File: src/rtl/core/htw_pkg.sv
// Shared types, codes and default sizes for the hierarchical timer wheel.
// Used by every module in rtl/core; depends on nothing.
`timescale 1ns / 1ps

package htw_pkg;

    localparam int SLOT_BITS_DEF   = 6;
    localparam int WHEEL_COUNT_DEF = 4;
    localparam int POOL_SIZE_DEF   = 64;
    localparam int TICK_MS_DEF     = 50;

    localparam int          LINK_W  = 7;
    localparam int          COUNT_W = 7;
    localparam logic [6:0]  NIL     = 7'h7F;

    typedef enum logic [1:0] {
        OP_ADD        = 2'd0,
        OP_CANCEL     = 2'd1,
        OP_CANCEL_ALL = 2'd2,
        OP_TICK       = 2'd3
    } t_op;

    typedef enum logic [2:0] {
        KIND_ADD        = 3'd0,
        KIND_CANCEL     = 3'd1,
        KIND_CANCEL_ALL = 3'd2,
        KIND_FIRED      = 3'd3,
        KIND_TICK_DONE  = 3'd4
    } t_kind;

    // One slot list: head and tail entry, NIL when empty.
    typedef struct packed {
        logic [LINK_W-1:0] first;
        logic [LINK_W-1:0] tail;
    } t_slot;

    // Stored timer fields kept in the entry memory.
    typedef struct packed {
        logic [31:0] due;
        logic [31:0] period;
        logic [31:0] ident;
        logic        repeat_en;
    } t_entry;

    typedef struct packed {
        logic        start;
        logic [31:0] num;
    } t_div_req;

    typedef struct packed {
        logic        done;
        logic [31:0] quot;
    } t_div_rsp;

    // Fired id written into the result buffer during a tick.
    typedef struct packed {
        logic        push;
        logic [31:0] id;
    } t_push;

    // Hand-off of a finished item to the result stage.
    typedef struct packed {
        logic               req;
        t_kind              kind;
        logic [31:0]        id;
        logic               ok;
        logic [COUNT_W-1:0] held;
    } t_drain;

endpackage

File: src/rtl/core/htw_div.sv
// Divider by the tick length: reciprocal multiply, registering the numerator, the product and the quotient in turn.
// Depends on htw_pkg for the request and response structs.
`timescale 1ns / 1ps

module htw_div #(
    parameter int TICK_MS = htw_pkg::TICK_MS_DEF
) (
    input  logic              i_clk,
    input  logic              i_rst_n,
    input  htw_pkg::t_div_req i_req,
    output htw_pkg::t_div_rsp o_rsp
);

    // Rounded-up reciprocal, exact for every 32-bit numerator.
    localparam int          SHIFT = 32 + $clog2(TICK_MS);
    localparam logic [63:0] RECIP = ((64'd1 << SHIFT) + 64'(TICK_MS) - 64'd1)
                                    / 64'(TICK_MS);

    logic        r_stage1;
    logic        r_stage2;
    logic        r_done;
    logic [31:0] r_num;
    logic [63:0] r_prod;
    logic [31:0] r_quot;
    logic [64:0] prod_sum;

    // Bit 32 of the reciprocal adds the numerator shifted up by 32.
    assign prod_sum = {1'b0, r_prod} + (RECIP[32] ? {1'b0, r_num, 32'd0} : 65'd0);

    always_ff @(posedge i_clk) begin
        if (!i_rst_n) begin
            r_stage1 <= 1'b0;
            r_stage2 <= 1'b0;
            r_done   <= 1'b0;
        end else begin
            r_stage1 <= i_req.start;
            r_stage2 <= r_stage1;
            r_done   <= r_stage2;
            if (i_req.start) begin
                r_num <= i_req.num;
            end
            if (r_stage1) begin
                r_prod <= 64'(r_num) * 64'(RECIP[31:0]);
            end
            if (r_stage2) begin
                r_quot <= 32'(prod_sum >> SHIFT);
            end
        end
    end

    assign o_rsp.done = r_done;
    assign o_rsp.quot = r_quot;

endmodule

File: config.mk
export PLATFORM = sky130hd
export DESIGN_NAME = htw_div
export DESIGN_NICKNAME = d
export VERILOG_FILES = /design/src/rtl/core/htw_pkg.sv /design/src/rtl/core/htw_div.sv
export SDC_FILE = /design/constraint.sdc
export NUM_CORES = 1
export LEC_CHECK = 0
export BUFFER_PORTS_ARGS = -buffer_cell sky130_fd_sc_hd__buf_4
export CORE_UTILIZATION = 43
export CTS_CLUSTER_SIZE = 30
export DETAILED_ROUTE_END_ITERATION = 8
export PLACE_DENSITY = 0.7
export SETUP_SLACK_MARGIN = 0.4
export SLEW_MARGIN = 40
export SYNTH_ARGS = -nofsm -noshare
export SYNTH_HDL_FRONTEND = slang
export SYNTH_SLANG_ARGS = --single-unit
File: constraint.sdc
create_clock -name i_clk -period 7.7 [get_ports i_clk]
set_input_delay 1.54 -clock i_clk [delete_from_list [all_inputs] [get_ports i_clk]]
set_output_delay 1.54 -clock i_clk [all_outputs]
set_load 0.01 [all_outputs]
# Yosys cells after proc, flatten, opt, wreduce, memory -nomap -nowiden

Index checks and enable logic that the tools add are counted.

$add $sub $neg: 1
Multipliers: 1
Reduce and logical (&&, ||, !) cells: 3

Operator list:

| operator                                                               | number |
|---|---|
| 63-bit by 64-bit adder with 65-bit output                              | 1 |
| 32-bit by 31-bit multiplier with 63-bit output (second input constant) | 1 |
| 2-bit AND reduction                                                    | 3 |

Flip-flop bits (word level): 125
Output and inout bits: 33

# Depth between registers and ports, before layout

Depth after elaboration: 1
Mapped depth: 26

# Least setup slack after synthesis

No wires, ideal clock.

Path type: reg-to-reg
Start: register r_num[26]
End: register r_prod[60], data pin
Arrival time: 6432 ps
Data required time: 7438 ps
Slack: 1006 ps
Cell stages (with the launch flop): 25
Path buffers: 0
Period minus slack after synthesis: 6694 ps
Cell sequence: edfxtp_1 -> inv_1 -> fa_1 -> inv_1 -> ha_1 -> inv_1 -> fa_1 -> inv_1 -> fa_1 -> fa_1 -> fa_1 -> fa_1 -> inv_1 -> fa_1 -> inv_1 -> ha_1 -> a21o_1 -> a21o_1 -> a21oi_1 -> o21ai_0 -> a221oi_1 -> nand2_1 -> a221oi_2 -> o21ai_1 -> xor2_1

Word-level cells in the longest chain between the ends: 1

Ends and longest elaborated chain:

| item                                           | line          | source |
|---|---|---|
| start: declaration                             | htw_div.sv:22 | `logic [31:0] r_num;` |
| start signal: assignment                       | htw_div.sv:40 | `r_num <= i_req.num;` |
| 32-bit by 31-bit multiplier with 63-bit output | htw_div.sv:43 | `r_prod <= 64'(r_num) * 64'(RECIP[31:0]);` |
| end signal: assignment                         | htw_div.sv:43 |  |
| end: declaration                               | htw_div.sv:23 | `logic [63:0] r_prod;` |

No other way between the ends.
A chain may end at the register's enable or synchronous reset.

# Worst setup path after layout

Start: register r_num[9]
End: register r_prod[58], data pin

Same word-level chain as after synthesis.

==> metrics.md <==
| Metric | Value |
|---|---|
| First-pass GRT wire length | 93,900 um |
| Ant diodes | 0 |
| Global Route Usage Sum | 25.1% |
| Crit-path slowest cell | fa_1 |
| Worst-path clk slew | 70 ps |
| Via density | 5.24 |
| Post-synth top area cell | fa_1 |
| Initial antenna violation count | 0 |
| Synth Instances | 2,000 |
| H-tree depth | 3 |
| Area Growth Syn to Fin | 11.8% |
| DIE AREA | 51,000 um2 |
| Hold-fix buffers, CTS | 0 |
| Clock sink count | 93 |
| DRT iter0 DRCs | 816 |
| Slew Viols, Final | 0 |
| Die H | 226 um |
| Initial Utilization | 43.9% |
| RSZ-0062 raised after global routing | yes |
| Async set or reset register ratio after synthesis | 0% |
| Fin. Hold Viols | 0 |
| CP required | 7780 ps |
| Num rows | 81 |
| Post-DRT Antenna Nets | 0 |
| Fmax achieved | 138 MHz |
| DRC | 0 |
| Clk root buf | clkbuf_16 |
| RePlAce Congestion | 1.03 |
| Port buffer count | 62 |
| Post-synth EDFFs | 90 |
| Final wirelength | 61,800 um |
| Register area share after synthesis | 12.8% |
| Clock Tree Buf Depth | 2 |
| Routed length per instance | 22.0 um |
| Most common cell after layout, fill and taps aside | inv_1 |
| Worst setup SP type | flip-flop |
| Pin slew with the least headroom to its limit | 623 ps |
| Worst Setup End Kind | flip-flop |
| Fin Clk Skew | 17.2 ps |
| Synth Register Bits | 93 |
| DR top layer | met4 |
| IO Pins | 68 |
| Worst-skew pair later-pin latency | 370 ps |
| Share of the synthesized area in the top cell type | 38.6% |
| CORE AREA | 49,200 um2 |
| Largest fanout on the critical path | 5 |
| Gr ovfl total | 0 |
| Pin count of the biggest net entering global routing | 33 |
| Cts bufs inserted | 9 |
| Max-slew headroom | 58.4% |
| Die Wd | 226 um |
| Vias in the first global route | 16,200 |
| Most numerous cell on the critical path | fa_1 |
| Crit-path max cell delay | 570 ps |
| Warnings from Yosys | 0 |
| Mapped Area | 21,600 um2 |
| Tcrit/Tclk final | 93.9% |
| Post-DP HPWL | 55,000 um |
| CP arrival | 7310 ps |
| Synth area leaders | fa_1, ha_1, edfxtp_1 |
| Final setup fails | 0 |
| Layout cells sized above 1 | 11.2% |
| WL met3 | 2940 um |
| Tmin final | 7230 ps |
| CTS tree | yes |
| Nets | 3,013 |
| Max-cap violations | 0 |
| Met2 wire len | 30,300 um |
| WHS | 449 ps |
| Commonest cells after routing, fill and taps aside | inv_1, fa_1, ha_1 |
| Crit path kind | reg2reg |
| Dominant synthesized flop cell | edfxtp_1 |
| Routed vias | 14,800 |
| Outcome | finished clean |
| Syn_area_per_cell | 10.8 um2 |
| 1st-pass router iterations | 6 |
| Post-synthesis cell type count | 55 |
| M1 WL | 24,200 um |
| Hold crit path type | reg2reg |
-- cell families (layout without fill, tap and decap cells) --
logic type	Yosys count	count (layout)	synth area share, %
buf+inv	588	733	10.3
fa+ha+maj	834	834	62.9
compound gates	242	242	7.25
flops	93	93	12.8
simple gates	180	180	4.18
other cells	1	5	0.0174
xor+xnor	62	62	2.52
-- critical path, delay by kind of cell (launching register included) --
kind / cells / cell delay (ps)
fa+ha+maj: 9 / 4110
buf+inv: 7 / 970
simple gates: 5 / 880
flops: 1 / 530
compound gates: 4 / 440
-- stage by stage --
step	util (%)	TNS, ps	setup slack, ps	std cells	cell area (um2)
after floorplan	-	0	1010	2004	21600
after global placement	46.9	-221	-108	2748	23000
after detailed placement	46.9	-311	-60.6	2748	23100
after CTS	48.0	0	328	2785	23600
after global routing	49.1	0	259	2813	24100
final	49.1	0	470	2813	24100
-- layout make-up --
| type | count | area, um2 |
|---|---|---|
| well taps | 664 | 831 |
| repair buffers | 146 | 1100 |
| fillers | 4455 | 25000 |
| flip-flops and latches | 93 | 2760 |
| multi-input cells | 1323 | 17000 |
| clock buffers | 9 | 225 |
| inverters | 571 | 2140 |
| clock inverters | 7 | 95.1 |
-- sequential cells by signal, summed over array words and instances, names as in the netlist --
| register | cells |
|---|---|
| r_done | 1 |
| r_quot | 27 |
| r_num | 32 |
| r_stage2 | 1 |
| r_stage1 | 1 |
| r_prod | 31 |
-- path summary, 6_finish.rpt --
check,startpoint,endpoint,slack [ps],depth (start not counted)
max,r_num[9]$_DFFE_PP_,r_prod[58]$_DFFE_PP_,470,25
min reg2reg,r_stage1$_SDFF_PN0_,r_stage2$_SDFF_PN0_,450,1
min,r_stage1$_SDFF_PN0_,r_stage2$_SDFF_PN0_,450,1
max reg2reg,r_num[9]$_DFFE_PP_,r_prod[58]$_DFFE_PP_,470,25
-- cell usage after synthesis, types with 6 or more instances --
library cell / count
edfxtp_1: 90
o21bai_1: 12
a21oi_1: 82
xor2_1: 32
buf_4: 6
nand2_1: 52
nand2b_1: 8
o21ai_0: 28
fa_1: 416
nor3b_1: 6
inv_1: 571
xnor2_1: 30
o21ai_1: 12
nand3_1: 11
nand4_1: 22
o21a_1: 8
nor3_1: 12
clkbuf_1: 10
a21o_1: 50
ha_1: 418
and2_1: 11
nor2_1: 35
nor2b_1: 8
-- metal layers --
metal / vias to the layer above / track usage (%)
met2: 441 / 42.7
met5: - / 0
met1: 7514 / 30.8
met3: 145 / 2.95
li1: 6653 / -
met4: 0 / 14.9
-- timing repair --
action | in CTS | in global routing
setup buffers | 21 | 28
endpoints found under the hold margin | 0 | 0
pin swaps | 2 | 29
resized for setup | 17 | 65
endpoints found under the setup margin | 24 | 23
Power is left out: the tool's default activity adds up to more than one toggle a clock period on the data nets, which glitch-free logic cannot reach.
