<file path="config.mk">
export PLATFORM = sky130hd
export DESIGN_NAME = htw_out
export DESIGN_NICKNAME = d
export VERILOG_FILES = /design/src/rtl/core/htw_pkg.sv /design/src/rtl/core/htw_out.sv
export SDC_FILE = /design/constraint.sdc
export NUM_CORES = 2
export LEC_CHECK = 0
export BUFFER_PORTS_ARGS = -buffer_cell sky130_fd_sc_hd__buf_4
export CORE_MARGIN = 1.5
export CORE_UTILIZATION = 50
export DETAILED_ROUTE_END_ITERATION = 10
export PLACE_DENSITY = 0.66
export SETUP_SLACK_MARGIN = 0.15
export SKIP_LAST_GASP = 1
export SYNTH_ARGS = -nofsm -noshare
export SYNTH_HDL_FRONTEND = slang
export SYNTH_SLANG_ARGS = --single-unit
</file>
<file path="constraint.sdc">
create_clock -name i_clk -period 4.9 [get_ports i_clk]
set_clock_uncertainty 0.05 [all_clocks]
set_input_delay 0.735 -clock i_clk [delete_from_list [all_inputs] [get_ports i_clk]]
set_output_delay 0.735 -clock i_clk [all_outputs]
set_load 0.02 [all_outputs]
</file>
<file path="src/rtl/core/htw_pkg.sv">
// Shared types, codes and default sizes for the hierarchical timer wheel.
// Used by every module in rtl/core; depends on nothing.
`timescale 1ns / 1ps

package htw_pkg;

    localparam int SLOT_BITS_DEF   = 6;
    localparam int WHEEL_COUNT_DEF = 4;
    localparam int POOL_SIZE_DEF   = 64;
    localparam int TICK_MS_DEF     = 50;

    localparam int          LINK_W  = 7;
    localparam int          COUNT_W = 7;
    localparam logic [6:0]  NIL     = 7'h7F;

    typedef enum logic [1:0] {
        OP_ADD        = 2'd0,
        OP_CANCEL     = 2'd1,
        OP_CANCEL_ALL = 2'd2,
        OP_TICK       = 2'd3
    } t_op;

    typedef enum logic [2:0] {
        KIND_ADD        = 3'd0,
        KIND_CANCEL     = 3'd1,
        KIND_CANCEL_ALL = 3'd2,
        KIND_FIRED      = 3'd3,
        KIND_TICK_DONE  = 3'd4
    } t_kind;

    // One slot list: head and tail entry, NIL when empty.
    typedef struct packed {
        logic [LINK_W-1:0] first;
        logic [LINK_W-1:0] tail;
    } t_slot;

    // Stored timer fields kept in the entry memory.
    typedef struct packed {
        logic [31:0] due;
        logic [31:0] period;
        logic [31:0] ident;
        logic        repeat_en;
    } t_entry;

    typedef struct packed {
        logic        start;
        logic [31:0] num;
    } t_div_req;

    typedef struct packed {
        logic        done;
        logic [31:0] quot;
    } t_div_rsp;

    // Fired id written into the result buffer during a tick.
    typedef struct packed {
        logic        push;
        logic [31:0] id;
    } t_push;

    // Hand-off of a finished item to the result stage.
    typedef struct packed {
        logic               req;
        t_kind              kind;
        logic [31:0]        id;
        logic               ok;
        logic [COUNT_W-1:0] held;
    } t_drain;

endpackage

</file>
<file path="src/rtl/core/htw_out.sv">
// Result stage: buffers fired ids of a tick and sends every result beat.
// Depends on htw_pkg for kinds and the push and drain structs.
`timescale 1ns / 1ps

module htw_out #(
    parameter int POOL_SIZE = htw_pkg::POOL_SIZE_DEF
) (
    input  logic                         i_clk,
    input  logic                         i_rst_n,
    input  htw_pkg::t_push               i_push,
    input  htw_pkg::t_drain              i_drain,
    output logic                         o_busy,
    output logic                         o_valid,
    output logic [2:0]                   o_kind,
    output logic [31:0]                  o_timer_id,
    output logic                         o_ok,
    output logic [htw_pkg::COUNT_W-1:0]  o_live_count,
    output logic                         o_last
);

    localparam int IW = $clog2(POOL_SIZE);
    localparam int CW = $clog2(POOL_SIZE + 1);

    logic [31:0]                  fifo_mem [POOL_SIZE];
    logic [CW-1:0]                r_wptr;
    logic [IW-1:0]                r_rptr;
    logic                         r_stream;
    logic                         r_valid;
    logic                         r_last;
    logic                         r_use_q;
    logic [31:0]                  r_q;
    logic [31:0]                  r_id;
    logic                         r_ok;
    htw_pkg::t_kind               r_kind;
    logic [htw_pkg::COUNT_W-1:0]  r_held;
    logic                         end_beat;

    assign end_beat = (CW'(r_rptr) + CW'(1)) == r_wptr;

    always_ff @(posedge i_clk) begin
        if (i_push.push && r_wptr < CW'(POOL_SIZE)) begin
            fifo_mem[r_wptr[IW-1:0]] <= i_push.id;
        end
        r_q <= fifo_mem[r_rptr];
    end

    always_ff @(posedge i_clk) begin
        if (!i_rst_n) begin
            r_wptr   <= '0;
            r_rptr   <= '0;
            r_stream <= 1'b0;
            r_valid  <= 1'b0;
        end else begin
            r_valid <= 1'b0;
            if (i_push.push && r_wptr < CW'(POOL_SIZE)) begin
                r_wptr <= r_wptr + CW'(1);
            end
            if (i_drain.req) begin
                r_held <= i_drain.held;
                if (i_drain.kind == htw_pkg::KIND_TICK_DONE && r_wptr != '0) begin
                    r_stream <= 1'b1;
                    r_rptr   <= '0;
                end else begin
                    r_valid <= 1'b1;
                    r_last  <= 1'b1;
                    r_use_q <= 1'b0;
                    r_kind  <= i_drain.kind;
                    r_id    <= i_drain.id;
                    r_ok    <= i_drain.ok;
                end
            end else if (r_stream) begin
                // one fired id per beat, read data lands with the strobe
                r_valid <= 1'b1;
                r_use_q <= 1'b1;
                r_kind  <= htw_pkg::KIND_FIRED;
                r_ok    <= 1'b1;
                r_last  <= end_beat;
                r_rptr  <= r_rptr + IW'(1);
                if (end_beat) begin
                    r_stream <= 1'b0;
                    r_wptr   <= '0;
                end
            end
        end
    end

    assign o_busy       = r_stream;
    assign o_valid      = r_valid;
    assign o_kind       = r_kind;
    assign o_timer_id   = r_use_q ? r_q : r_id;
    assign o_ok         = r_ok;
    assign o_live_count = r_held;
    assign o_last       = r_last;

endmodule

</file>
After elaboration in Yosys (flattened, before gate mapping)
Memory sizes are Yosys's and may differ from the RTL's. A register that Yosys moved wholly into a read port is not among the register bits.
Cells that the tools add are included.
{"block": "word_totals", "ff_bits": 60, "mem_count": 1, "elab_cells": 56, "input_bits": 79, "ram_bits": 2048}
{"name": "fifo_mem", "words": 64, "word_bits": 32, "rd": 1, "rd_ports_with_merged_regs": 1, "write_ports": 1, "line": "htw_out.sv:24", "rtl": "logic [31:0] fifo_mem [POOL_SIZE];"}
{"block": "classes", "n_eq_ne": 4, "reduce_logical": 8, "muxes": 28, "add_sub_neg": 3, "n_bitwise": 1, "magnitude_cmp": 1}
{"operator": "2-to-1 mux 32 bit", "n": 1}
{"operator": "2-to-1 mux 7 bit", "n": 4}
{"operator": "2-to-1 mux 6 bit", "n": 3}
{"operator": "2-to-1 mux 1 bit", "n": 17}
{"operator": "2-to-1 mux 3 bit", "n": 3}
{"operator": "adder 6 x 1 -> 7 bit, second input constant", "n": 1}
{"operator": "adder 7 x 1 -> 7 bit, second input constant", "n": 1}
{"operator": "== test 7 bit", "n": 1}
{"operator": "less-than comparator 7 bit, second input constant", "n": 1}
{"operator": "nonzero test 7 bit", "n": 1}
{"operator": "adder 6 x 1 -> 6 bit, second input constant", "n": 1}
{"operator": "AND reduction 3 bit", "n": 2}
{"operator": "AND reduction 2 bit", "n": 2}
{"operator": "== test 3 bit, second input constant", "n": 1}
{"operator": "logical AND 1 bit", "n": 2}
{"operator": "!= test 2 x 1 -> 1 bit, second input constant", "n": 1}
{"operator": "!= test 2 bit, second input constant", "n": 1}
{"operator": "nonzero test 2 bit", "n": 1}
{"operator": "NOT 1 bit", "n": 1}

Longest topological paths before layout
{"block": "depth", "word_depth": 6, "ltp_mapped": 10, "ltp_nobuf": 6}

Worst setup path after synthesis
No wires, ideal clock.
{"block": "synth_path", "path_type": "input port to flip-flop", "startpoint": "in i_push[32] (netlist name)", "endpoint": "mem fifo_mem[63][0], enable pin", "required_ps": 4427, "arrival_ps": 3119, "slack_ps": 1308, "n_path_buf": 1, "stages": 5, "path_cell_list": "nor2b_1 -> and2_1 -> clkbuf_1 -> nand3_1 -> nor2_1"}
{"block": "synth_between", "elab_chain_len": 3}
{"item": "start: declaration", "line": "htw_out.sv:10", "rtl": "input htw_pkg::t_push i_push,"}
{"item": "logical AND 1 bit", "line": "htw_out.sv:41", "rtl": "if (i_push.push && r_wptr < CW'(POOL_SIZE)) begin"}
{"item": "2-to-1 mux 1 bit", "line": "htw_out.sv:41"}
{"item": "2-to-1 mux 1 bit (implied by the code)", "line": "htw_out.sv:42", "rtl": "fifo_mem[r_wptr[IW-1:0]] <= i_push.id;"}
{"item": "end: declaration", "line": "htw_out.sv:24"}
No other way between the ends.

==> key figures <==
Finish
  • Layout cells sized above 1: 0.279
  • Area grow syn2layout: 13.8%
  • Most common cell after layout, fill and taps aside: edfxtp_1
  • Commonest non-fill, non-tap cells in the layout: edfxtp_1, mux4_2, buf_4
  • FILL cells: 11600
  • Reg area: 0.0638 mm2
  • Multi-input logic area: 0.0166 mm2
  • Fin nets: 4025

Routing
  • Drt first pass iters: 6
  • Vias: 39300
  • Total Wirelength: 200000 um
  • Avg WL per Cell: 31.9 um
  • DRT antenna net count: 0
  • Drt drc: 0
  • Via density: 6.27
  • DR iter-0 viols: 5256

Hold path
  • Min-Delay Endpoint: r_id[2]
  • Worst Hold Class: primary input to flop
  • Hold Path Stages: 1
  • Hold path start: i_drain[10]

STA
  • Final Slew Violations: 0
  • Final Cycle Share: 0.743
  • Unrepaired setup endpoints after global routing: no
  • Final setup vio count: 0
  • Slack of the critical path: 1.26 ns
  • Setup TNS: 0 ns
  • Fmax: 0.275 GHz
  • Period minus WS final: 3.64 ns
  • Least-Margin Pin Slew: 1.07 ns
  • Hold Fails Final Rpt: 0
  • Slew HR: 0.279

Logic synthesis
  • Gate Count Post-Synth: 3625
  • Post-synth cell types: 56
  • Seq/Total Area, Yosys: 0.787
  • Mapped Avg Cell Area: 22.4 um2
  • FFs w/ async S/R, synth: 0
  • Post-synth EDFFs: 2093
  • Yosys top cell area share: 0.775
  • Warnings, synthesis: 0
  • Ranking of synthesized cells by area: edfxtp_1, mux4_2, mux2i_1
  • Cell taking the most area after synthesis: edfxtp_1
  • Synth Cell Area: 0.0811 mm2
  • Seq cells post-synth: 2140
  • Post-Syn Nets: 3707
  • Main synth FF type: edfxtp_1

GRT
  • Number of global-route vias before repair: 38800
  • Largest net degree at the start of global routing: 65
  • Overflow after GRT: 0
  • First-pass GRT wire length: 286000 um
  • Most Crowded Layer GR: met2
  • Met2 Use GR: 0.385
  • Met3 global-route usage: 0.0380
  • Total GRT Usage: 0.246
  • Met1 usage: 0.362
  • Antenna violations before repair: 8

Clock tree
  • Post-CTS sizing: 0
  • Num CTS Buffers: 207
  • H-tree levels: 4
  • CTS Hold Buffers Added: 25
  • Clk slew on worst S/H paths: 0.06 ns
  • Clock Tree Buf Depth: 3
  • Clock latency on the worst-skew pair: 0.82 ns
  • Root buf cell: clkbuf_16
  • Post-CTS setup buffer count: 0
  • TritonCTS clock tree: built
  • TritonCTS sink count: 2140

Power
  • Power Density: 393 mW/mm2
  • Combinational fraction of design power: 0.023
  • Int Pwr: 0.0291 W
  • Total Power Consumption: 0.0363 W
  • Lkg Pwr: 27.8 nW
  • Sequential share of power: 0.557
  • Clock power share: 0.420
  • Sw Share: 0.198
  • VDD IR max: 0.356 mV
  • Sw Pwr: 0.00719 W

Worst setup path
  • CP Class: flop to flop
  • Number of cells on the worst reg-to-reg path: 6
  • Worst path required time: 5.59 ns
  • Worst R2R Start: r_rptr[2]
  • CP startpoint kind: flop
  • CP max FO: 46
  • Slowest stage delay, CP: 0.90 ns
  • Crit Reg-Reg Endpoint: r_q[10]
  • CP cell instances: nor2b_1 > buf_4 > nand2b_1 > o22ai_1 > nor4_1 > o22a_1
  • CP endpoint kind: flop
  • Reg-to-reg setup timing slack: 1.26 ns
  • CP max-delay cell: nor4_1
  • Critical Path AT: 4.33 ns

Floorplanning
  • DIE WIDTH: 406 um
  • Starting Density: 0.505
  • Die area: 0.165 mm2
  • Rows: 147
  • Height of the die: 406 um
  • Core box area: 0.161 mm2
  • I/O pin count: 125

Placed design
  • DP Worst Slack: 1.19 ns
  • DP HPWL: 118000 um
  • Final GP Congestion: 0.868
  • IO Port Bufs: 124

Run
  • Max-Cap Viols: 0

Status
  • Run status: complete, no violations
## registers in the layout, summed over array words and instances (netlist names)
register      count
r_rptr            6
r_use_q           1
o_last            1
o_busy            1
r_id             32
fifo_mem       2048
r_wptr            7
r_q              32
o_live_count      7
o_ok              1
o_valid           1
o_kind            3
## critical path: cells and delay by family, from the launching register on
kind	cells	cell delay, ns
AO/OA/AOI/OAI	2	0.53
buffers and inverters	1	0.27
flip-flops	1	0.80
AND/OR/NAND/NOR	3	1.87
## how the worst max path moves through the flow
stage               start          endpoint  slack, ns  cells after the start
6_report        r_rptr[2]           r_q[10]       1.26                      6
3_5_place_dp   i_push[32]  fifo_mem[58][28]       1.19                      6
5_1_grt         r_rptr[2]           r_q[14]       1.28                      6
4_1_cts         r_rptr[2]           r_q[14]       1.23                      6
2_1_floorplan  i_push[32]   fifo_mem[63][0]       1.31                      5
3_3_place_gp   i_push[32]   fifo_mem[0][20]       1.13                      6
## logic make-up after synthesis
logic type               synth area share
flip-flops                          0.787
multiplexers                        0.152
AND/OR/NAND/NOR                    0.0190
AO/OA/AOI/OAI                      0.0261
buffers and inverters              0.0143
XOR/XNOR                          0.00170
adder cells (fa/ha/maj)          0.000463
## per-layer routing
metal,share of wire,vias to the layer above
li1,-,16000
met1,0.41,21100
met3,0.084,292
met4,0.029,0
met2,0.48,1952
met5,0,-
## through the flow
stage                     instances  hold WS (ns)  instance area [um2]  utilization
after CTS                      6273      0.000967                92300        0.574
after global routing           6273        0.0143                92300        0.574
after global placement         5868         0.557                85600        0.532
final                          6277        0.0572                92300        0.574
after detailed placement       5869         0.561                85600        0.532
after floorplan                3625         0.452                81100            -
## layout make-up
class	instances	area share
clock buffer	280	0.0600
sequential	2140	0.692
tap	2160	0.0293
clock inverter	99	0.00948
antenna	4	0.000108
inverter	7	0.000285
timing repair buffer	311	0.0288
multi-input combinational	1276	0.180
## synth_stat cells (8+ instances only)
cell type,instances
xnor2_1,8
nor2_1,113
nand2b_1,15
buf_6,21
a22oi_1,20
o21ai_0,14
nor3_1,20
o22ai_1,135
nor2b_1,23
mux4_2,466
buf_2,68
mux2_2,44
buf_1,13
or2_2,11
mux2i_1,132
nand3_1,25
nor4_1,23
clkbuf_1,64
buf_4,34
o221ai_1,51
nand2_1,41
dfxtp_1,47
nand4_1,15
edfxtp_1,2093
o22a_1,17
a21oi_1,28
## power groups by stage
stage	clock (W)	combinational [W]	sequential [W]
floorplan	0	0.000263	0.0206
global placement	0	0.000806	0.0206
detailed placement	0	0.000823	0.0206
CTS	0.0154	0.000840	0.0202
global route	0.0161	0.000872	0.0202
finish	0.0152	0.000829	0.0202
No activity file was read; power rests on OpenSTA's default activity.
